## src/sv/lrmg_pkg.sv

```systemverilog
// shared types, constants and saturation helpers for the regression gradient core
package lrmg_pkg;

    localparam int NUM_FEATURES_DEF = 4;
    localparam int MAX_SAMPLES_DEF  = 65536;
    localparam int LANES            = 4;

    localparam int DATA_W  = 16;  // Q4.12 word
    localparam int FRAC_W  = 12;
    localparam int PROD_W  = 32;  // Q8.24 product
    localparam int SUM_W   = 36;  // prediction minus target before narrowing
    localparam int SQ_W    = 48;  // sum of squared residuals
    localparam int RES_W   = 32;  // sum of residuals
    localparam int FR_W    = 48;  // sum of feature times residual
    localparam int DIV_W   = 50;  // signed dividend of every mean
    localparam int COST_W  = 31;
    localparam int GRAD_W  = 32;
    localparam int CFG_IDX_W = 3;

    // configuration register indexes
    localparam logic [CFG_IDX_W-1:0] REG_BIAS     = 3'd0;
    localparam logic [CFG_IDX_W-1:0] REG_WEIGHT_0 = 3'd1;
    localparam logic [CFG_IDX_W-1:0] REG_WEIGHT_1 = 3'd2;
    localparam logic [CFG_IDX_W-1:0] REG_WEIGHT_2 = 3'd3;
    localparam logic [CFG_IDX_W-1:0] REG_WEIGHT_3 = 3'd4;

    typedef struct packed {
        logic signed [DATA_W-1:0] feature_0;
        logic signed [DATA_W-1:0] feature_1;
        logic signed [DATA_W-1:0] feature_2;
        logic signed [DATA_W-1:0] feature_3;
        logic signed [DATA_W-1:0] target;
        logic                     last_sample;
    } t_in;

    typedef struct packed {
        logic        [COST_W-1:0] cost;
        logic signed [GRAD_W-1:0] grad_bias;
        logic signed [GRAD_W-1:0] grad_0;
        logic signed [GRAD_W-1:0] grad_1;
        logic signed [GRAD_W-1:0] grad_2;
        logic signed [GRAD_W-1:0] grad_3;
    } t_out;

    typedef struct packed {
        logic mul_en;
        logic acc_en;
        logic start;
    } t_lane_ctl;

    function automatic logic signed [DATA_W-1:0] sat_s16(input logic signed [SUM_W-1:0] v);
        logic [SUM_W-DATA_W:0] hi;
        hi = v[SUM_W-1:DATA_W-1];
        if ((&hi) || !(|hi)) begin
            return v[DATA_W-1:0];
        end
        return v[SUM_W-1] ? {1'b1, {(DATA_W-1){1'b0}}} : {1'b0, {(DATA_W-1){1'b1}}};
    endfunction

    function automatic logic signed [GRAD_W-1:0] sat_s32(input logic signed [DIV_W-1:0] v);
        logic [DIV_W-GRAD_W:0] hi;
        hi = v[DIV_W-1:GRAD_W-1];
        if ((&hi) || !(|hi)) begin
            return v[GRAD_W-1:0];
        end
        return v[DIV_W-1] ? {1'b1, {(GRAD_W-1){1'b0}}} : {1'b0, {(GRAD_W-1){1'b1}}};
    endfunction

    function automatic logic [COST_W-1:0] sat_u31(input logic signed [DIV_W-1:0] v);
        if (|v[DIV_W-1:COST_W]) begin
            return {COST_W{1'b1}};
        end
        return v[COST_W-1:0];
    endfunction

endpackage

```

## src/sv/lrmg_div.sv

```systemverilog
// iterative signed by unsigned divider, one quotient bit per cycle, truncating toward zero
module lrmg_div import lrmg_pkg::*; #(
    parameter int DEN_W = 17
) (
    input  logic                    i_clk,
    input  logic                    i_rst_n,
    input  logic                    i_start,
    input  logic signed [DIV_W-1:0] i_num,
    input  logic [DEN_W-1:0]        i_den,
    output logic                    o_busy,
    output logic signed [DIV_W-1:0] o_quot
);

    localparam int STEP_W = $clog2(DIV_W + 1);

    logic [STEP_W-1:0] r_step;
    logic [DIV_W-1:0]  r_quo;
    logic [DEN_W-1:0]  r_rem;
    logic [DEN_W-1:0]  r_den;
    logic              r_neg;

    logic [DEN_W:0]    w_shift;
    logic              w_fit;

    assign w_shift = {r_rem, r_quo[DIV_W-1]};
    assign w_fit   = (w_shift >= {1'b0, r_den});

    always_ff @(posedge i_clk) begin
        if (!i_rst_n) begin
            r_step <= '0;
        end else if (i_start) begin
            r_step <= STEP_W'(DIV_W);
        end else if (r_step != '0) begin
            r_step <= r_step - 1'b1;
        end
    end

    always_ff @(posedge i_clk) begin
        if (i_start) begin
            r_neg <= i_num[DIV_W-1];
            r_quo <= i_num[DIV_W-1] ? $unsigned(-i_num) : $unsigned(i_num);
            r_rem <= '0;
            r_den <= i_den;
        end else if (r_step != '0) begin
            r_quo <= {r_quo[DIV_W-2:0], w_fit};
            r_rem <= w_fit ? DEN_W'(w_shift - {1'b0, r_den}) : w_shift[DEN_W-1:0];
        end
    end

    assign o_busy = (r_step != '0);
    assign o_quot = r_neg ? -$signed(r_quo) : $signed(r_quo);

endmodule

```

## src/sv/lrmg_lane.sv

```systemverilog
// one feature lane: weight product, feature-residual accumulator and gradient divider
module lrmg_lane import lrmg_pkg::*; #(
    parameter int DEN_W = 17
) (
    input  logic                     i_clk,
    input  logic                     i_rst_n,
    input  t_lane_ctl                i_ctl,
    input  logic signed [DATA_W-1:0] i_weight,
    input  logic signed [DATA_W-1:0] i_feature,
    input  logic signed [DATA_W-1:0] i_resid,
    input  logic [DEN_W-1:0]         i_den,
    output logic signed [PROD_W-1:0] o_prod,
    output logic signed [GRAD_W-1:0] o_grad,
    output logic                     o_busy
);

    logic signed [PROD_W-1:0] r_prod;
    logic signed [FR_W-1:0]   r_acc;
    logic signed [PROD_W-1:0] w_fr;
    logic signed [DIV_W-1:0]  w_num;
    logic signed [DIV_W-1:0]  w_quot;

    assign w_fr  = i_feature * i_resid;
    assign w_num = DIV_W'(r_acc) <<< 1;

    always_ff @(posedge i_clk) begin
        if (i_ctl.mul_en) begin
            r_prod <= i_weight * i_feature;
        end
    end

    // cleared as the divider takes its snapshot
    always_ff @(posedge i_clk) begin
        if (!i_rst_n || i_ctl.start) begin
            r_acc <= '0;
        end else if (i_ctl.acc_en) begin
            r_acc <= r_acc + FR_W'(w_fr);
        end
    end

    lrmg_div #(.DEN_W(DEN_W)) u_div (
        .i_clk   (i_clk),
        .i_rst_n (i_rst_n),
        .i_start (i_ctl.start),
        .i_num   (w_num),
        .i_den   (i_den),
        .o_busy  (o_busy),
        .o_quot  (w_quot)
    );

    assign o_prod = r_prod;
    assign o_grad = sat_s32(w_quot);

endmodule

```

## config.mk

```make
export PLATFORM = sky130hd
export DESIGN_NAME = lrmg_lane
export DESIGN_NICKNAME = d
export VERILOG_FILES = /design/src/sv/lrmg_pkg.sv /design/src/sv/lrmg_div.sv /design/src/sv/lrmg_lane.sv
export SDC_FILE = /design/constraint.sdc
export NUM_CORES = 2
export LEC_CHECK = 0
export BUFFER_PORTS_ARGS = -buffer_cell sky130_fd_sc_hd__buf_2
export CAP_MARGIN = 5
export CORE_UTILIZATION = 55
export CTS_CLUSTER_SIZE = 20
export DETAILED_ROUTE_END_ITERATION = 7
export PLACE_DENSITY = 0.69
export SKIP_LAST_GASP = 1
export SYNTH_ARGS = -nofsm -noshare
export SYNTH_HDL_FRONTEND = slang
export SYNTH_HIERARCHICAL = 1
export SYNTH_SLANG_ARGS = --single-unit
```

## constraint.sdc

```tcl
create_clock -name i_clk -period 11.4 [get_ports i_clk]
set_input_delay 1.14 -clock i_clk [delete_from_list [all_inputs] [get_ports i_clk]]
set_output_delay 1.14 -clock i_clk [all_outputs]
set_load 0.01 [all_outputs]
```

* After elaboration in Yosys (flattened, before gate mapping)
Cells that the tools add are included.
** Operators by class
- Bitwise gates (word level) :: 1
- Add/subtract/negate cells :: 5
- Magnitude comparators :: 1
- Multipliers :: 2
- Multiplexer cells :: 11
- Reduce and logical (&&, ||, !) cells :: 9
** Operators with widths (count)
- $mux 50 :: 4
- $mux 32 :: 3
- $mul 16x16->32 :: 2
- $neg 49->50 :: 1
- $neg 50->50 :: 1
- $add 48x32->48 :: 1
- $reduce_and 19->1 :: 1
- $reduce_or 19->1 :: 1
- $ge 18x17->1 :: 1
- $mux 17 :: 1
- $sub 17x17->17 :: 1
- $mux 6 :: 2
- $reduce_bool 6->1 :: 1
- $sub 6x1->6 const B :: 1
- $logic_not 1->1 :: 2
- $logic_or 1x1->1 :: 2
- $reduce_bool 2->1 :: 1
- $reduce_or 2->1 :: 1
- $mux 1 :: 1
- $not 1->1 :: 1
** Storage, ports and cells
- Input bits :: 70
- Output and inout bits :: 65
- Word-level logic and storage cells :: 37
- Bits in registers :: 171

* Depth between registers and ports, before layout
- Depth in word-level cells :: 7
- Mapped depth :: 26
- Mapped depth without buffers :: 24

* Hierarchy
Netlist, hierarchy kept.
** By module, submodules not included
- lrmg_lane :: seq. area each 1921.8 um^2, area each 26574.2 um^2, cells an instance 2853, times used 1
- lrmg_div :: seq. area each 2502.4 um^2, area each 6646.4 um^2, cells an instance 729, times used 1

* Worst setup path before layout
Ideal clock, no wire load.
- Kind :: input-to-reg
- Start point :: in i_feature[15]
- End point :: reg r_acc[42]
- Data required time :: 11.272 ns
- Buffers on the path :: 2
- Setup time :: 0.128 ns
- Cell stages on the path :: 22
- Arrival time :: 7.889 ns
- Path slack :: 3.383 ns
- Cell sequence :: clkbuf_1 -> nand2_1 -> inv_1 -> fa_1 -> inv_1 -> fa_1 -> fa_1 -> fa_1 -> inv_1 -> fa_1 -> inv_1 -> fa_1 -> inv_1 -> ha_1 -> clkbuf_1 -> a21o_1 -> a211o_1 -> nor4_2 -> o31ai_2 -> a21oi_1 -> xor2_1 -> o21ai_1
** On the way
- Longest elaborated chain between the ends :: 2
** RTL lines
- from (decl) :: RTL line lrmg_lane.sv:9 : input logic signed [DATA_W-1:0] i_feature,
- $mul 16x16->32 :: RTL line lrmg_lane.sv:23 : assign w_fr = i_feature * i_resid;
- $add 48x32->48 :: RTL line lrmg_lane.sv:37 : r_acc <= r_acc + FR_W'(w_fr);
- to (signal assigned) :: RTL line lrmg_lane.sv:37
- to (decl) :: RTL line lrmg_lane.sv:18 : logic signed [FR_W-1:0] r_acc;
Every way passes these cells.
A chain may end at the register's enable or synchronous reset.

* Worst setup path in the final report
Ends and elaborated chain as after synthesis.

==> flow_summary_export.csv <==
group,metric,value,unit
outcome,run_status,"finished with violations",
outcome,violated_checks,"DRC",
floorplan,die-width,248,um
placement,place.gp.congestion,0.915,
finish,area_taken_by_flip_flops_and_latches,0.00443,mm2
cts,hold_buffers,0,
critical_path,timing.critical_path.from_type,"input port",
sta,final_period_minus_worst_setup_slack,8.42,ns
route,postRouteWirelength,73.8,mm
sta,rsz0062_at_grt,"no",
critical_path,crit-reg2reg-launch,"r_acc[15]$_SDFFE_PP0P_",
floorplan,die_area,0.0614,mm2
route,wire_per_inst,16.8,um
cts,cts_inserted_buffers,17,
synthesis,postSynthAreaPerCell,9.27,um2
finish,layout-drive-gt1-share,0.0646,
grt,largest_net_degree_at_the_start_of_global_routing,101,
cts,clock_sink_count,171,
critical_path,cp.arrival,8.78,ns
run,max_cap_violations,0,
sta,finalClockSkew,0.0268,ns
floorplan,top_level_ports,135,
grt,grt-ovfl-total,0,
route,drt_drc_violations_left,33,
placement,io_buffer_count,134,
sta,finalCritPeriodShare,0.739,
grt,grt_first_pass_wirelength,125,mm
finish,multi_input_area,0.0253,mm2
synthesis,netlist_area,0.0332,mm2
hold_path,holdPathEnd,"u_div/r_step[3]$_SDFFE_PP0P_",
critical_path,critical_path_required,11.76,ns
sta,fin_setup_tns,0,ns
floorplan,num_rows,89,
critical_path,timing.critical_path.buf_inv,4,
route,drt.antenna.violating_nets,0,
floorplan,floorplan.initialDensity,0.560,
cts,clock_tree.buffer_depth,2,
critical_path,crit_chain,"buf_2 -> nand2_1 -> inv_1 -> fa_1 -> inv_1 -> fa_1 -> fa_1 -> fa_1 -> inv_1 -> fa_1 -> fa_1 -> ha_1 -> nand3_1 -> or3_1 -> nor3b_1 -> nor4_2 -> o31ai_2 -> a21oi_1 -> xor2_1 -> o21ai_1",
critical_path,critical_path.endpoint_type,"register",
route,vias_after_detailed_routing,24100,
critical_path,critical-path-top-cell-by-count,"sky130_fd_sc_hd__fa_1",
cts,cts.reportedPaths.clkPinSlew,0.07,ns
finish,count_of_filler_cells_inserted_in_the_layout,5359,
critical_path,reg2regPathDepth,19,
finish,final_design_area_no_fill,0.0349,mm2
sta,timing_worst_slew_pin_value,1.19,ns
placement,postPlaceCellArea,0.0343,mm2
route,detail_route.first_pass.iterations,8,
floorplan,die-height,248,um
synthesis,synthFlopType,"sky130_fd_sc_hd__edfxtp_1",
critical_path,cpMaxStageDelayCell,"sky130_fd_sc_hd__fa_1",
floorplan,core_region_area,0.0594,mm2
synthesis,synthesis.yosys.warnings,6,
finish,design.final.nets,4525,
grt,grt_antenna_before_repair,5,
grt,global_route.usage.total,0.258,
hold_path,timing.hold.worst.class,"reg -> reg",
sta,setup_violations,0,
synthesis,asyncSetResetFlopFracSynth,0,
cts,count_of_buffers_added_by_post_cts_timing_repair_for_setup,0,
synthesis,synth_edf_count,100,
cts,clk-insertion-delay-late,0.50,ns
synthesis,synth_sequential_area_ratio,0.133,
critical_path,path_depth,20,
cts,cts_tree,"yes",
synthesis,yosys_register_bits,171,
critical_path,setup_crit_path_kind,"in -> reg",
cts,post_cts.resized_instances,0,
synthesis,unique_cell_type_count_in_the_yosys_netlist,89,
hold_path,whs_path_cells,2,
sta,maxSlewViolCount,0,
critical_path,max_stage_delay,1.03,ns
placement,place_hpwl,58.9,mm
cts,clock_tree.htree_level_count,4,
sta,max_slew_margin,0.209,
hold_path,hold_path.startpoint,"u_div/r_step[3]$_SDFFE_PP0P_",
sta,timing.fmax,119,MHz
critical_path,critPathMaxFanout,23,
finish,final_util,0.588,
sta,number_of_hold_violations_in_the_final_report,0,
critical_path,worst_r2r_endpoint,"r_acc[42]$_SDFFE_PP0P_",
finish,flow.area_growth_from_synthesis,5.12,%
route,via_per_inst,5.49,
synthesis,synth_cells,3582,
critical_path,cpLargestDelayFamily,"adder cells",
route,first_iter_violations,1477,
critical_path,ff2ff_setup_slack,5.54,ns
cts,clockRootBuffer,"sky130_fd_sc_hd__clkbuf_16",
grt,grt_pass1_vias,25000,
synth_stat cells, types with 11 or more instances:
cell	n	area (um2)
sky130_fd_sc_hd__clkbuf_1	123	462
sky130_fd_sc_hd__dfxtp_1	71	1420
sky130_fd_sc_hd__nor4_1	11	68.8
sky130_fd_sc_hd__buf_2	11	55.1
sky130_fd_sc_hd__nand2_1	376	1410
sky130_fd_sc_hd__nor2_1	168	631
sky130_fd_sc_hd__ha_1	234	2930
sky130_fd_sc_hd__xnor2_1	112	981
sky130_fd_sc_hd__nand4_1	22	138
sky130_fd_sc_hd__o41ai_1	21	184
sky130_fd_sc_hd__o21a_1	17	128
sky130_fd_sc_hd__inv_1	746	2800
sky130_fd_sc_hd__or3_1	13	81.3
sky130_fd_sc_hd__xor2_1	72	631
sky130_fd_sc_hd__or4_1	12	90.1
sky130_fd_sc_hd__a21oi_1	127	636
sky130_fd_sc_hd__nand3_1	21	105
sky130_fd_sc_hd__fa_1	625	12500
sky130_fd_sc_hd__edfxtp_1	100	3000
sky130_fd_sc_hd__o21bai_1	12	90.1
sky130_fd_sc_hd__o31ai_1	37	278
sky130_fd_sc_hd__o21ai_0	77	385
sky130_fd_sc_hd__a21o_1	65	488
sky130_fd_sc_hd__a211oi_1	19	143
sky130_fd_sc_hd__mux2i_1	28	280
sky130_fd_sc_hd__o21ai_1	20	100
sky130_fd_sc_hd__and2_1	211	1320
sky130_fd_sc_hd__nor3_1	21	105
sky130_fd_sc_hd__nand2b_1	30	188
sky130_fd_sc_hd__and3_1	13	81.3
worst register-to-register path: stages, from the launching register on:
cell                        delay (ns)
sky130_fd_sc_hd__dfxtp_1          0.39
sky130_fd_sc_hd__inv_1            0.10
sky130_fd_sc_hd__fa_1             0.51
sky130_fd_sc_hd__inv_1            0.06
sky130_fd_sc_hd__fa_1             0.53
sky130_fd_sc_hd__fa_1             0.44
sky130_fd_sc_hd__fa_1             0.49
sky130_fd_sc_hd__inv_1            0.05
sky130_fd_sc_hd__fa_1             0.52
sky130_fd_sc_hd__inv_1            0.04
sky130_fd_sc_hd__ha_1             0.40
sky130_fd_sc_hd__a211oi_2         0.24
sky130_fd_sc_hd__o21ai_1          0.12
sky130_fd_sc_hd__a221oi_2         0.57
sky130_fd_sc_hd__a2111oi_4        0.19
sky130_fd_sc_hd__nor4_2           0.52
sky130_fd_sc_hd__o31ai_2          0.14
sky130_fd_sc_hd__a21oi_1          0.19
sky130_fd_sc_hd__xor2_1           0.16
sky130_fd_sc_hd__o21ai_1          0.07
cells by family (layout without fill, tap and decap cells):
family | after synthesis | in the layout | share of synthesized area
other | 1 | 8 | 0.000113
buffers and inverters | 899 | 924 | 0.104
multiplexers | 28 | 28 | 0.00844
XOR/XNOR | 184 | 184 | 0.0485
AO/OA/AOI/OAI | 495 | 495 | 0.101
adder cells (fa/ha/maj) | 859 | 859 | 0.465
AND/OR/NAND/NOR | 945 | 945 | 0.139
flip-flops | 171 | 171 | 0.133
cells in the final DEF (no fill, tap or decap), drive strengths merged, types with 67 or more instances in the layout:
| master | count |
|---|---|
| a21o | 67 |
| a21oi | 128 |
| and2 | 211 |
| buf | 144 |
| dfxtp | 71 |
| edfxtp | 100 |
| fa | 625 |
| ha | 234 |
| inv | 754 |
| nand2 | 376 |
| nor2 | 168 |
| o21ai | 99 |
| xnor2 | 112 |
| xor2 | 72 |
metal layers:
metal / track usage / part of all wire / vias to the layer above / routed length, um
li1: - / - / 11200 / -
met1: 0.347 / 0.44 / 12300 / 32400
met2: 0.441 / 0.50 / 490 / 36700
met3: 0.0251 / 0.040 / 87 / 2920
met4: 0.0763 / 0.024 / 2 / 1800
met5: 0 / 0.00018 / - / 13
worst max path at each step:
| stage | slack (ns) | endpoint | from |
|---|---|---|---|
| after global routing | 2.33 | r_acc[42]$_SDFFE_PP0P_ | i_feature[15] |
| final | 2.98 | r_acc[42]$_SDFFE_PP0P_ | i_feature[15] |
| after global placement | 2.59 | r_acc[42]$_SDFFE_PP0P_ | i_feature[15] |
| after floorplan | 3.38 | r_acc[42]$_SDFFE_PP0P_ | i_feature[15] |
| after CTS | 2.93 | r_acc[42]$_SDFFE_PP0P_ | i_feature[15] |
| after detailed placement | 2.42 | r_acc[46]$_SDFFE_PP0P_ | i_feature[15] |
state kept, by name, indices dropped and copies added (netlist names):
| register | flops |
|---|---|
| u_div/r_quo | 50 |
| r_acc | 48 |
| o_prod | 32 |
| u_div/r_den | 17 |
| u_div/r_rem | 17 |
| u_div/r_step | 6 |
| u_div/r_neg | 1 |
through the flow:
step	worst slack [ns]	cells	hold WS, ns
finish	2.98	4387	0.467
global route	2.33	4385	0.493
CTS	2.93	4382	0.474
detailed placement	2.42	4350	0.464
global placement	2.59	4350	0.455
floorplan	3.38	3584	0.441
final cells by class:
| class | instances | area share |
|---|---|---|
| multi-input combinational | 2514 | 0.726 |
| sequential | 171 | 0.127 |
| timing repair buffer | 144 | 0.0214 |
| antenna | 5 | 0.000358 |
| clock buffer | 19 | 0.0133 |
| clock inverter | 13 | 0.00430 |
| inverter | 748 | 0.0804 |
| tap | 773 | 0.0277 |
Power is not shown: default switching activity piles up to over one toggle a cycle in this logic, so the estimate is an artifact.
