## config.mk

```make
export PLATFORM = sky130hd
export DESIGN_NAME = lrmg_div
export DESIGN_NICKNAME = d
export VERILOG_FILES = /design/src/sv/lrmg_pkg.sv /design/src/sv/lrmg_div.sv
export SDC_FILE = /design/constraint.sdc
export NUM_CORES = 1
export LEC_CHECK = 0
export BUFFER_PORTS_ARGS = -buffer_cell sky130_fd_sc_hd__buf_2
export CORE_MARGIN = 5
export CORE_UTILIZATION = 35
export CTS_BUF_LIST = sky130_fd_sc_hd__clkbuf_16
export DETAILED_ROUTE_END_ITERATION = 6
export PLACE_DENSITY = 0.62
export SLEW_MARGIN = 40
export SYNTH_ARGS = -nofsm -noshare
export SYNTH_HDL_FRONTEND = slang
export SYNTH_SLANG_ARGS = --single-unit
```

## constraint.sdc

```tcl
create_clock -name i_clk -period 7.55 [get_ports i_clk]
set_input_delay 0 -clock i_clk [delete_from_list [all_inputs] [get_ports i_clk]]
set_output_delay 0 -clock i_clk [all_outputs]
set_load 0.05 [all_outputs]
```

## src/sv/lrmg_pkg.sv

```systemverilog
// shared types, constants and saturation helpers for the regression gradient core
package lrmg_pkg;

    localparam int NUM_FEATURES_DEF = 4;
    localparam int MAX_SAMPLES_DEF  = 65536;
    localparam int LANES            = 4;

    localparam int DATA_W  = 16;  // Q4.12 word
    localparam int FRAC_W  = 12;
    localparam int PROD_W  = 32;  // Q8.24 product
    localparam int SUM_W   = 36;  // prediction minus target before narrowing
    localparam int SQ_W    = 48;  // sum of squared residuals
    localparam int RES_W   = 32;  // sum of residuals
    localparam int FR_W    = 48;  // sum of feature times residual
    localparam int DIV_W   = 50;  // signed dividend of every mean
    localparam int COST_W  = 31;
    localparam int GRAD_W  = 32;
    localparam int CFG_IDX_W = 3;

    // configuration register indexes
    localparam logic [CFG_IDX_W-1:0] REG_BIAS     = 3'd0;
    localparam logic [CFG_IDX_W-1:0] REG_WEIGHT_0 = 3'd1;
    localparam logic [CFG_IDX_W-1:0] REG_WEIGHT_1 = 3'd2;
    localparam logic [CFG_IDX_W-1:0] REG_WEIGHT_2 = 3'd3;
    localparam logic [CFG_IDX_W-1:0] REG_WEIGHT_3 = 3'd4;

    typedef struct packed {
        logic signed [DATA_W-1:0] feature_0;
        logic signed [DATA_W-1:0] feature_1;
        logic signed [DATA_W-1:0] feature_2;
        logic signed [DATA_W-1:0] feature_3;
        logic signed [DATA_W-1:0] target;
        logic                     last_sample;
    } t_in;

    typedef struct packed {
        logic        [COST_W-1:0] cost;
        logic signed [GRAD_W-1:0] grad_bias;
        logic signed [GRAD_W-1:0] grad_0;
        logic signed [GRAD_W-1:0] grad_1;
        logic signed [GRAD_W-1:0] grad_2;
        logic signed [GRAD_W-1:0] grad_3;
    } t_out;

    typedef struct packed {
        logic mul_en;
        logic acc_en;
        logic start;
    } t_lane_ctl;

    function automatic logic signed [DATA_W-1:0] sat_s16(input logic signed [SUM_W-1:0] v);
        logic [SUM_W-DATA_W:0] hi;
        hi = v[SUM_W-1:DATA_W-1];
        if ((&hi) || !(|hi)) begin
            return v[DATA_W-1:0];
        end
        return v[SUM_W-1] ? {1'b1, {(DATA_W-1){1'b0}}} : {1'b0, {(DATA_W-1){1'b1}}};
    endfunction

    function automatic logic signed [GRAD_W-1:0] sat_s32(input logic signed [DIV_W-1:0] v);
        logic [DIV_W-GRAD_W:0] hi;
        hi = v[DIV_W-1:GRAD_W-1];
        if ((&hi) || !(|hi)) begin
            return v[GRAD_W-1:0];
        end
        return v[DIV_W-1] ? {1'b1, {(GRAD_W-1){1'b0}}} : {1'b0, {(GRAD_W-1){1'b1}}};
    endfunction

    function automatic logic [COST_W-1:0] sat_u31(input logic signed [DIV_W-1:0] v);
        if (|v[DIV_W-1:COST_W]) begin
            return {COST_W{1'b1}};
        end
        return v[COST_W-1:0];
    endfunction

endpackage

```

## src/sv/lrmg_div.sv

```systemverilog
// iterative signed by unsigned divider, one quotient bit per cycle, truncating toward zero
module lrmg_div import lrmg_pkg::*; #(
    parameter int DEN_W = 17
) (
    input  logic                    i_clk,
    input  logic                    i_rst_n,
    input  logic                    i_start,
    input  logic signed [DIV_W-1:0] i_num,
    input  logic [DEN_W-1:0]        i_den,
    output logic                    o_busy,
    output logic signed [DIV_W-1:0] o_quot
);

    localparam int STEP_W = $clog2(DIV_W + 1);

    logic [STEP_W-1:0] r_step;
    logic [DIV_W-1:0]  r_quo;
    logic [DEN_W-1:0]  r_rem;
    logic [DEN_W-1:0]  r_den;
    logic              r_neg;

    logic [DEN_W:0]    w_shift;
    logic              w_fit;

    assign w_shift = {r_rem, r_quo[DIV_W-1]};
    assign w_fit   = (w_shift >= {1'b0, r_den});

    always_ff @(posedge i_clk) begin
        if (!i_rst_n) begin
            r_step <= '0;
        end else if (i_start) begin
            r_step <= STEP_W'(DIV_W);
        end else if (r_step != '0) begin
            r_step <= r_step - 1'b1;
        end
    end

    always_ff @(posedge i_clk) begin
        if (i_start) begin
            r_neg <= i_num[DIV_W-1];
            r_quo <= i_num[DIV_W-1] ? $unsigned(-i_num) : $unsigned(i_num);
            r_rem <= '0;
            r_den <= i_den;
        end else if (r_step != '0) begin
            r_quo <= {r_quo[DIV_W-2:0], w_fit};
            r_rem <= w_fit ? DEN_W'(w_shift - {1'b0, r_den}) : w_shift[DEN_W-1:0];
        end
    end

    assign o_busy = (r_step != '0);
    assign o_quot = r_neg ? -$signed(r_quo) : $signed(r_quo);

endmodule

```

# Word-level counts from Yosys, hierarchy flattened

Cells that the tools add are included.

Add/subtract/negate cells: 4
Multipliers: 0
Divide/modulo/power cells: 0
Order comparisons: 1
Eq/ne operators: 0
Shift operators: 0
Muxes and demuxes: 7
Bitwise gates (word level): 1
Reductions and logical operators: 3

Operator list:

| cell                                                                | count |
|---|---|
| 50-bit two-way mux                                                  | 4 |
| 50-bit negator                                                      | 2 |
| 18-bit by 17-bit greater-or-equal comparator with 1-bit output      | 1 |
| 17-bit two-way mux                                                  | 1 |
| 17-bit subtractor                                                   | 1 |
| 6-bit two-way mux                                                   | 2 |
| 6-bit nonzero test                                                  | 1 |
| 6-bit by 1-bit subtractor with 6-bit output (second input constant) | 1 |
| 2-bit nonzero test                                                  | 1 |
| 2-bit OR reduction                                                  | 1 |
| 1-bit inverter                                                      | 1 |

Register bits: 91
Bits in latches: 0
Bits in writable memories: 0
Bits in read-only memories: 0
Output and inout port bits: 51
Memories: 0

# Longest topological paths before layout

Gate-level depths: netlist of run 1.

Word-level depth: 3
Mapped depth: 13
Depth with buffers taken out: 11

# Worst setup path before layout of run 1

OpenSTA, ideal clock, no wires.

Path type: reg2out
From: register r_quo[12]
To: output o_quot[29]
Arrival: 3.172 ns
Slack: 4.378 ns
Stages on the path, launching flop included: 8
Path buffers: 0
Path through: edfxtp_1 or4_1 or4_1 or2_2 or3_4 or3_1 o31ai_1 xnor2_1

Word-level cells in the longest chain between the ends: 2

RTL lines:

| item                   | RTL line       | RTL |
|---|---|---|
| from (decl)            | lrmg_div.sv:17 | `logic [DIV_W-1:0] r_quo;` |
| from (signal assigned) | lrmg_div.sv:41 | `r_quo <= i_num[DIV_W-1] ? $unsigned(-i_num) : $unsigned(i_num);` |
| from (signal assigned) | lrmg_div.sv:45 | `r_quo <= {r_quo[DIV_W-2:0], w_fit};` |
| 50-bit negator         | lrmg_div.sv:51 | `assign o_quot = r_neg ? -$signed(r_quo) : $signed(r_quo);` |
| 50-bit two-way mux     | lrmg_div.sv:51 |  |
| to (decl)              | lrmg_div.sv:11 | `output logic signed [DIV_W-1:0] o_quot` |

No other way between the ends.

# Worst setup path in the final report of run 1

From: register r_quo[5]
To: output o_quot[27]

The elaborated chain is that of the path after synthesis.

==> key figures, run 1 <==
Setup path
  – Worst r2r dst: r_rem[11]$_SDFFE_PP0P_
  – FF-to-FF setup slack: 3.93 ns
  – CP startpoint kind: flip-flop
  – CP Cell Sequence: or4_1, or3_1, or3_1, or3_4, or3_1, o31ai_1, xnor2_1, buf_2
  – Crit path required time: 7.55 ns
  – Reg2reg start: r_quo[49]$_DFFE_PP_
  – CP Launch Point: r_quo[5]$_DFFE_PP_
  – R2R cell count: 12
  – CP Class: flip-flop to output port
  – Worst-path fanout max: 6
  – Worst EP arrival: 3.71 ns
  – CP most frequent cell: or3_1
  – Worst path max stage delay: 0.57 ns
  – Critical path's slowest cell: or4_1
  – Critical Path Sink: o_quot[27]
  – Nature of the critical path endpoint: output port

STA
  – Tmin final: 3.71 ns
  – Setup Skew: 0.0131 ns
  – Period utilization: 49.1%
  – Hold WS: 0.0291 ns
  – Final setup violation count: 0
  – Max-slew headroom: 46.4%
  – Fin Setup TNS: 0 ns
  – Least-Margin Pin Slew: 0.802 ns
  – Max-slew violations: 0
  – RSZ-0062 raised after global routing: false
  – Fmax achieved: 269 MHz
  – Final Hold Viols: 0

Outcome
  – Status: completed

Global routing
  – Initial antenna violation count: 2
  – Global-route wire length before repair: 28100 um
  – GRT Total Usage: 16.1%
  – Vias in the first global route: 5443
  – Largest net degree at the start of global routing: 78
  – GRT overflow: 0

Clock network
  – Post-cts sizing count: 0
  – Clk slew on worst S/H paths: 0.07 ns
  – Clock Sinks: 91
  – CTS Buf Count: 9
  – Number of hold buffers added after CTS: 18
  – CTS tree: yes
  – Clock root cell: clkbuf_16
  – Clock Path Buffers: 2
  – H-Tree Depth: 3
  – Clock latency on the worst-skew pair: 0.36 ns
  – Post-CTS Setup Repair Bufs: 0

Drt
  – DRC: 0
  – Iteration-0 DRC Markers: 374
  – Routed WL per cell: 16.4 um
  – First-pass iteration count of the detailed router: 5
  – Post-Route WL: 17500 um
  – DR vias: 5726
  – Vias/cell: 5.36
  – DRT antenna net count: 0

Placement
  – Placed insts: 1034
  – GPL Wtd Cong: 0.821
  – Port buffer count: 120
  – DP HPWL: 12700 um

Floorplan
  – Starting Density: 35.9%
  – Core area: 18100 um2
  – Die ar.: 21400 um2
  – Row cnt: 49
  – IO Count: 121
  – Die extent in y: 146 um
  – Die Width: 146 um

Yosys
  – Syn Nets: 810
  – YS warnings: 0
  – Post-Syn Area: 6510 um2
  – Post-synth ARST share: 0%
  – Top_reg_cell synth: edfxtp_1
  – Sequential share of the synthesized area: 38.4%
  – Unique masters post-synth: 57
  – Syn avg cell area: 9.07 um2
  – Synth Register Bits: 91
  – Number of synthesized flops with an enable pin: 68
  – Cells after Synth: 718

Pwr
  – Worst VDD drop: 0.117 mV
  – Pleak: 3.08 nW
  – Cell Pwr Density: 295 nW/um2

Cells and area
  – # nets final: 927
  – Commonest non-fill, non-tap cell in the layout: buf_2
  – Commonest non-fill, non-tap cells in the layout: buf_2, nor2_1, a21oi_1
  – Syn-to-layout area delta: 20.1%
  – Post-layout util: 43.1%
  – Layout cells sized above 1: 19.2%
  – N_diodes: 0
  – Finished Layout Cells: 1069

Hold path
  – Hold Path Depth: 3
  – Hold Path Class: primary input to flip-flop

Run
  – MaxCap Viol Count: 0
report_power, final:
| group | switching [W] | internal (W) | total [W] |
|---|---|---|---|
| combinational | 0.000682 | 0.000351 | 0.00103 |
| clock | 0.000207 | 0.000310 | 0.000518 |
| sequential | 0.000102 | 0.000656 | 0.000758 |
synthesized netlist by cell type, types with 3 or more instances:
cell type | count | share of area [%]
or4_1 | 16 | 1.8
o41ai_1 | 17 | 2.3
o31ai_1 | 26 | 3.0
nand3_1 | 6 | 0.46
nor2_1 | 84 | 4.8
a32oi_1 | 3 | 0.40
dfxtp_1 | 23 | 7.1
clkbuf_1 | 31 | 1.8
nand2_1 | 41 | 2.4
a21o_1 | 7 | 0.81
xor2_1 | 47 | 6.3
ha_1 | 21 | 4.0
o31a_1 | 4 | 0.54
a21oi_1 | 69 | 5.3
nor2b_1 | 6 | 0.58
xnor2_1 | 64 | 8.6
a211oi_1 | 13 | 1.5
edfxtp_1 | 68 | 31
or2_2 | 7 | 0.67
inv_1 | 30 | 1.7
mux2i_1 | 7 | 1.1
nor3_1 | 10 | 0.77
or3_1 | 16 | 1.5
nand2b_1 | 11 | 1.1
nand4b_1 | 3 | 0.40
buf_1 | 3 | 0.17
o21ai_0 | 44 | 3.4
layer usage:
metal,wire [um],vias up,global-route usage [%]
met5,25,-,0
met3,1250,23,4.46
met2,8060,174,25.2
li1,-,2840,-
met1,7880,2685,21.7
met4,285,4,4.94
sequential cells by signal, indices dropped and copies added, names as in the netlist:
signal  flops
r_den      17
r_quo      50
r_rem      17
r_step      6
r_neg       1
how the worst min path moves through the flow:
stage          startpoint             endpoint  slack [ns]
2_1_floorplan    i_den[0]   r_den[0]$_DFFE_PP_         0.1
3_3_place_gp    i_den[11]  r_den[11]$_DFFE_PP_        0.18
3_5_place_dp     i_den[9]   r_den[9]$_DFFE_PP_        0.18
4_1_cts          i_num[0]   r_quo[0]$_DFFE_PP_        0.01
5_1_grt         i_num[41]  r_quo[41]$_DFFE_PP_        0.07
6_report         i_num[0]   r_quo[0]$_DFFE_PP_        0.03
stage by stage:
stage	setup slack, ns	total power [W]	cell area, um2
after detailed placement	3.95	0.00179	7280
after global routing	3.57	0.00245	7820
final	3.84	0.00231	7820
after CTS	3.76	0.00232	7790
after floorplan	4.38	0.00154	6510
after global placement	4.12	0.00178	7280
area by class of cell:
class | count | area (um2)
Fill cell | 1866 | 10300
Multi-Input combinational cell | 560 | 3750
Sequential cell | 91 | 2500
Timing Repair Buffer | 143 | 827
Tap cell | 229 | 287
Clock buffer | 10 | 250
Inverter | 30 | 115
Clock inverter | 6 | 82.6
critical path: cells and delay by family, from the launching register on:
kind / cells / cell delay [ns]
simple gates: 5 / 2.23
flops: 1 / 0.44
compound gates: 1 / 0.27
buf+inv: 1 / 0.27
xor+xnor: 1 / 0.15
kinds of logic (layout without fill, tap and decap cells):
logic type,count (synthesis),count (layout),share of synthesized area (%)
and+or+nand+nor,219,219,17.2
AOI/OAI and AO/OA,201,201,19.9
xor gates and xnor gates,111,111,14.9
DFF,91,91,38.4
buffers and inverters,67,189,4.15
adders and majority gates,22,22,4.34
muxes,7,7,1.08
Note: power is estimated with default switching activity, not from simulation.
==> run 2: changes to the inputs <==
--- a/config.mk
+++ b/config.mk
@@ -5,6 +5,7 @@
 export SDC_FILE = /design/constraint.sdc
 export NUM_CORES = 1
 export LEC_CHECK = 0
+export ABC_AREA = 1
 export BUFFER_PORTS_ARGS = -buffer_cell sky130_fd_sc_hd__buf_2
 export CORE_MARGIN = 5
 export CORE_UTILIZATION = 35
==> constraint.sdc (replaced) <==
create_clock -name i_clk -period 3.2 [get_ports i_clk]
set_input_delay 0 -clock i_clk [delete_from_list [all_inputs] [get_ports i_clk]]
set_output_delay 0 -clock i_clk [all_outputs]
set_load 0.05 [all_outputs]
==> run 2 against run 1 <==
Hold slack better by 0.015 ns. Area after synthesis grew 27%. Via count rose by 48%. Global-route usage rose by 3.3 points. Die area up 25%. Setup slack worse by 3.3 ns. Clock-buffer cell count is 1 higher. Clock power grew 130%. Routed wire length up 47%. Sequential cell count unchanged. Utilization down 1.7 points. Largest power group unchanged. Highest routed layer is now met4.
==> key figures, run 2 <==
Cells and area
  – N_diodes: 0
  – Seq. cell area: 2500 um2
  – Fillcell total: 2518
  – Largest regs: r_quo: 50 flops, r_den: 17 flops, r_rem: 17 flops
  – Layout cells sized above 1: 13.9%
  – Largest register by flop count: r_quo
  – Max reg flops: 50
  – Commonest non-fill, non-tap cells in the layout: nand2_1, inv_1, nor2_1
  – Commonest non-fill, non-tap cell in the layout: nand2_1
  – Multi-input gate area: 4970 um2
  – # nets final: 1478
  – Syn-to-layout area delta: 17.2%

Yosys
  – Post-synthesis adder-cell area fraction: 3.43%
  – Number of synthesized flops with an enable pin: 68
  – Xor/xnor share of the synthesized area: 7.45%
  – Post-synthesis compound-gate area fraction: 7.70%
  – Multiplexer share of the synthesized area: 0%
  – Syn avg cell area: 6.53 um2
  – Count leader, synth: nand2_1
  – Dominant cells by area after synthesis: edfxtp_1, nand2_1, inv_1
  – Largest family of logic cells by synthesized area: simple AND/OR/NAND/NOR gates
  – Post-synth top area share: 24.8%
  – Top_reg_cell synth: edfxtp_1
  – Synth area leader: edfxtp_1
  – Cells after Synth: 1261
  – Post-Syn Area: 8230 um2
  – Sequential share of the synthesized area: 30.4%
  – Synth Register Bits: 91
  – Unique masters post-synth: 47
  – Simple-Gate Fraction of Synth Area: 41.7%
  – YS warnings: 0
  – Post-synth ARST share: 0%
  – List of most frequent post-synthesis cells: nand2_1, inv_1, nor2_1
  – Syn Nets: 1353

STA
  – Setup Skew: 0.0102 ns
  – Max-slew violations: 0
  – Max-slew headroom: 55.7%
  – Fin Setup TNS: 0 ns
  – Least-Margin Pin Slew: 0.664 ns
  – Final Hold Viols: 0
  – Final setup violation count: 0
  – Tmin final: 2.70 ns
  – Period utilization: 84.5%
  – RSZ-0062 raised after global routing: false
  – Fmax achieved: 370 MHz

Setup path
  – CP Class: flip-flop to output port
  – Worst EP arrival: 2.70 ns
  – CP startpoint kind: flip-flop
  – Critical path's slowest cell: edfxtp_1
  – Worst path max stage delay: 0.43 ns
  – Crit path required time: 3.20 ns
  – Worst-path fanout max: 6
  – Reg2reg start: r_quo[49]$_DFFE_PP_
  – CP Cell Sequence: inv_1, ha_1, nand4_2, nor2_2, nand3_1, o21ai_2, nand2_1, xor2_1, buf_2
  – Number of buffers and inverters on the critical path: 2
  – Nature of the critical path endpoint: output port
  – Crit-path leading delay family: simple AND/OR/NAND/NOR gates
  – CP Launch Point: r_quo[0]$_DFFE_PP_

Pwr
  – Sw Share: 47.7%
  – Comb power frac: 51.6%
  – Flop pwr share: 29.4%
  – Power Total: 0.00616 W
  – Pleak: 4.55 nW
  – Worst VDD drop: 0.302 mV
  – Clock Power Share: 18.9%
  – Cell Pwr Density: 639 nW/um2
  – Pint: 0.00323 W
  – Switching power total: 0.00294 W

Clock network
  – H-Tree Depth: 3
  – Clock latency on the worst-skew pair: 0.35 ns
  – Clock root cell: clkbuf_16
  – CTS tree: yes
  – CTS Buf Count: 9
  – Post-cts sizing count: 0
  – Clk slew on worst S/H paths: 0.07 ns
  – Clock Sinks: 91
  – Clock Path Buffers: 2

Hold path
  – Hold Crit Start: i_num[45]
  – Hold Path Class: primary input to flip-flop

Outcome
  – Status: completed

Drt
  – DRT antenna net count: 0
  – DR vias: 8500
  – Iteration-0 DRC Markers: 579
  – DRC: 0
  – First-pass iteration count of the detailed router: 5
  – Vias/cell: 4.97
  – Routed WL per cell: 15.0 um
  – Post-Route WL: 25700 um

Placement
  – DP HPWL: 20600 um
  – Port buffer count: 120
  – GPL Wtd Cong: 0.927

Global routing
  – GRT overflow: 0
  – Vias in the first global route: 7962
  – GRT Total Usage: 19.4%
  – Initial antenna violation count: 0
  – Largest net degree at the start of global routing: 53
  – Global-route wire length before repair: 41000 um

Floorplan
  – Die extent in y: 163 um
  – Row cnt: 56
  – Starting Density: 35.3%
  – IO Count: 121
  – Die Width: 163 um
  – Core area: 23300 um2
  – Die ar.: 26700 um2

Run
  – MaxCap Viol Count: 0
==> run 2: cell count changes after synthesis, sizes merged, moves of 16 or more <==
cell,delta
nor2,+86
nand3,+119
nand2,+370
o21ai,+28
o41ai,-18
or3,-17
clkbuf,-16
a21oi,-45
o31ai,-28
xnor2,-47
or4,-18
inv,+128
nand4,+35
==> run 2: repair_timing <==
item / in CTS / in global routing
hold buffers: 18 / 0
buffers inserted: 0 / 0
endpoints found under the setup margin: 0 / 0
hold endpoints to repair: 20 / 0
==> run 2: cell type report <==
type	count	area share, %
clock buffer	11	2.85
clock inverter	5	0.532
inverter	160	6.22
sequential	91	25.9
multi-input combinational	978	51.5
timing repair buffer	146	8.84
tap	319	4.14
==> run 2: worst reg2reg max path: cells and delay by family, from the launching register on <==
family | cells | cell delay [ns]
and+or+nand+nor | 5 | 0.77
buffers and inverters | 2 | 0.18
AOI/OAI and AO/OA | 1 | 0.08
DFF | 1 | 0.39
adders and majority gates | 2 | 0.60
==> run 2: kinds of logic after synthesis <==
family,count (synthesis)
adders and majority gates,22
DFF,91
AOI/OAI and AO/OA,110
buffers and inverters,192
and+or+nand+nor,776
xor gates and xnor gates,70
==> run 2: routing by layer <==
layer / part of all wire [%] / vias up / track usage (%) / wire length, um
met2: 47 / 262 / 32.3 / 12000
met5: 0 / - / 0 / 0
met3: 5.0 / 41 / 2.12 / 1290
met4: 3.0 / 0 / 7.13 / 769
met1: 45 / 3880 / 26.0 / 11600
li1: - / 4317 / - / -
==> run 2: power by group through the flow <==
stage / logic [W] / registers [W] / clock network (W)
final: 0.00318 / 0.00181 / 0.00117
after global routing: 0.00354 / 0.00184 / 0.00124
after CTS: 0.00320 / 0.00181 / 0.00119
after detailed placement: 0.00317 / 0.00183 / 0
after global placement: 0.00315 / 0.00183 / 0
after floorplan: 0.00251 / 0.00174 / 0
==> run 2: worst paths after layout <==
| check | to | slack [ns] | depth (start not counted) |
|---|---|---|---|
| setup reg to reg | r_quo[0]$_DFFE_PP_ | 0.92 | 10 |
| hold / removal | r_quo[45]$_DFFE_PP_ | 0.04 | 4 |
| hold reg to reg | r_step[0]$_SDFFE_PP0P_ | 0.45 | 1 |
| setup / recovery | o_quot[24] | 0.50 | 9 |
==> run 2: per-stage QoR <==
stage	instances	worst slack [ns]	cell area [um2]	util (%)	hold slack [ns]
6_report	1710	0.497	9650	41.4	0.0438
2_1_floorplan	1261	0.478	8230	-	0.0989
4_1_cts	1710	0.512	9650	41.4	0.0389
5_1_grt	1710	0.305	9650	41.4	0.0704
3_5_place_dp	1676	0.887	9150	39.2	0.178
3_3_place_gp	1676	0.918	9140	39.2	0.178
==> run 3: changes to the inputs <==
--- a/config.mk
+++ b/config.mk
@@ -11,7 +11,7 @@
 export CORE_UTILIZATION = 35
 export CTS_BUF_LIST = sky130_fd_sc_hd__clkbuf_16
 export DETAILED_ROUTE_END_ITERATION = 6
-export PLACE_DENSITY = 0.62
+export PLACE_DENSITY = 0.6
 export SLEW_MARGIN = 40
 export SYNTH_ARGS = -nofsm -noshare
 export SYNTH_HDL_FRONTEND = slang
==> constraint.sdc (replaced) <==
create_clock -name i_clk -period 2.6 [get_ports i_clk]
set_input_delay 0 -clock i_clk [delete_from_list [all_inputs] [get_ports i_clk]]
set_output_delay 0 -clock i_clk [all_outputs]
set_load 0.05 [all_outputs]
==> run 3 against run 2 <==
Final area grew 0.65%. Register-to-register slack lost 0.64 ns. Sequential cell count is the same. Total power grew 22%. Setup slack lost 0.42 ns. Clock-buffer cell count shrank 2. Clock skew shrank 0.00066 ns. Hold slack lost 0.012 ns. Die area is the same. Via count shrank 1.2%. Sequential power grew 24%. Critical path type unchanged. Critical endpoint is now o_quot[20]. Highest routed layer unchanged.
==> key figures, run 3 (synthesis results as in run 2) <==
Pwr
  – Pleak: 4.57 nW
  – Cell Pwr Density: 774 nW/um2
  – Worst VDD drop: 0.380 mV
  – Power Total: 0.00752 W

Cells and area
  – Commonest non-fill, non-tap cells in the layout: nand2_1, inv_1, nor2_1
  – Multi-input gate area: 5000 um2
  – N_diodes: 0
  – Largest register by flop count: r_quo
  – Seq. cell area: 2500 um2
  – Final instance area: 9710 um2
  – Layout cells sized above 1: 14.9%
  – Fillcell total: 2538
  – Commonest non-fill, non-tap cell in the layout: nand2_1
  – Syn-to-layout area delta: 18.0%
  – # nets final: 1485
  – Largest regs: r_quo: 50 flops, r_den: 17 flops, r_rem: 17 flops
  – Max reg flops: 50

Drt
  – Routed WL per cell: 15.1 um
  – Iteration-0 DRC Markers: 665
  – Vias/cell: 4.89
  – First-pass iteration count of the detailed router: 5
  – DR vias: 8395
  – Top layer in use: met4
  – DRC: 0
  – Routed met1 length: 11900 um
  – Met3 Wirelength: 1220 um
  – Post-Route WL: 26000 um
  – Wire length on met2: 12200 um
  – DRT antenna net count: 0

Floorplan
  – Row cnt: 56
  – Core area: 23300 um2
  – Die extent in y: 163 um
  – Starting Density: 35.3%
  – Die ar.: 26700 um2
  – Die Width: 163 um
  – IO Count: 121

Setup path
  – Worst path max stage delay: 0.42 ns
  – R2R cell count: 6
  – Number of buffers and inverters on the critical path: 2
  – CP startpoint kind: flip-flop
  – WP depth: 8
  – Critical Path Sink: o_quot[20]
  – FF-to-FF setup slack: 0.28 ns
  – Reg2reg start: r_step[0]$_SDFFE_PP0P_
  – Worst r2r dst: r_quo[28]$_DFFE_PP_
  – Crit-path leading delay family: simple AND/OR/NAND/NOR gates
  – CP Launch Point: r_quo[0]$_DFFE_PP_
  – Worst-path fanout max: 6
  – CP Class: flip-flop to output port
  – Worst EP arrival: 2.52 ns
  – CP Cell Sequence: inv_1, ha_2, nand4_2, nor2_2, nand3_1, o21ai_2, xor2_1, clkbuf_4
  – Crit path required time: 2.60 ns
  – Nature of the critical path endpoint: output port
  – Critical path's slowest cell: edfxtp_1

Global routing
  – GRT overflow: 0
  – GRT Total Usage: 19.7%
  – Vias in the first global route: 8096
  – Global-route wire length before repair: 41700 um
  – Initial antenna violation count: 0
  – Largest net degree at the start of global routing: 62

Clock network
  – Clock root cell: clkbuf_16
  – Clk slew on worst S/H paths: 0.07 ns
  – Clock latency on the worst-skew pair: 0.35 ns
  – Clock Sinks: 91
  – Clock Path Buffers: 2
  – CTS Buf Count: 9
  – CTS tree: yes
  – H-Tree Depth: 3

Outcome
  – Status: completed

STA
  – Max-slew violations: 0
  – Crit path setup slack, layout: 0.0779 ns
  – RSZ-0062 raised after global routing: true
  – Hold WS: 0.0320 ns
  – Final setup violation count: 0
  – Tmin final: 2.52 ns
  – Least-Margin Pin Slew: 0.733 ns
  – Fmax achieved: 396 MHz
  – Fin Setup TNS: 0 ns
  – Max-slew headroom: 51.1%
  – Setup Skew: 0.00958 ns
  – Period utilization: 97.0%
  – Final Hold Viols: 0

Placement
  – DP HPWL: 21100 um
  – GPL Wtd Cong: 0.939
  – Cell Area, Placed: 9180 um2
  – Worst slack, placed: 0.274 ns
  – Port buffer count: 120

Hold path
  – Hold Path Class: primary input to flip-flop

Run
  – MaxCap Viol Count: 0
-- run 3: how the worst min path moves through the flow --
stage,start,slack (ns),cells past startpoint,end
finish,i_num[45],0.03,4,r_quo[45]$_DFFE_PP_
global route,i_num[45],0.05,4,r_quo[45]$_DFFE_PP_
CTS,i_num[45],0.02,4,r_quo[45]$_DFFE_PP_
detailed placement,i_den[4],0.18,1,r_den[4]$_DFFE_PP_
global placement,i_den[1],0.18,1,r_den[1]$_DFFE_PP_
floorplan,i_den[0],0.1,0,r_den[0]$_DFFE_PP_
-- run 3: worst register-to-register path, stage by stage, from the launching register on --
cell	delay (ns)
dfxtp_1	0.32
inv_1	0.09
ha_1	0.18
nand3_2	0.15
nor2_2	0.53
clkinvlp_4	0.46
buf_12	0.29
-- run 3: metal layers --
metal	GRT usage (%)	up-vias
met5	0	-
li1	-	4329
met1	26.7	3781
met2	33.7	251
met4	6.14	0
met3	1.49	34
-- run 3: power by group --
| part | internal [W] | switching [W] |
|---|---|---|
| Clock | 0.000668 | 0.000624 |
| Combinational | 0.00122 | 0.00277 |
| Sequential | 0.00192 | 0.000323 |
-- run 3: layout make-up --
type                            count  area share [%]
Multi-Input combinational cell    978            51.5
Sequential cell                    91            25.8
Timing Repair Buffer              153            9.43
Inverter                          160            6.22
Tap cell                          319            4.11
Clock buffer                        9            2.32
Clock inverter                      7           0.657
-- run 3: through the flow --
| step | std cells | util [%] |
|---|---|---|
| after floorplan | 1261 | - |
| after global placement | 1680 | 39.4 |
| after detailed placement | 1680 | 39.4 |
| after CTS | 1714 | 41.4 |
| after global routing | 1717 | 41.6 |
| final | 1717 | 41.6 |
-- run 3: timing repair --
action	4_1_cts	5_1_grt
resized for setup	2	8
setup endpoints to repair	2	10
hold buffers	18	0
gates cloned	0	0
hold endpoints to repair	20	0
buffers inserted	0	3
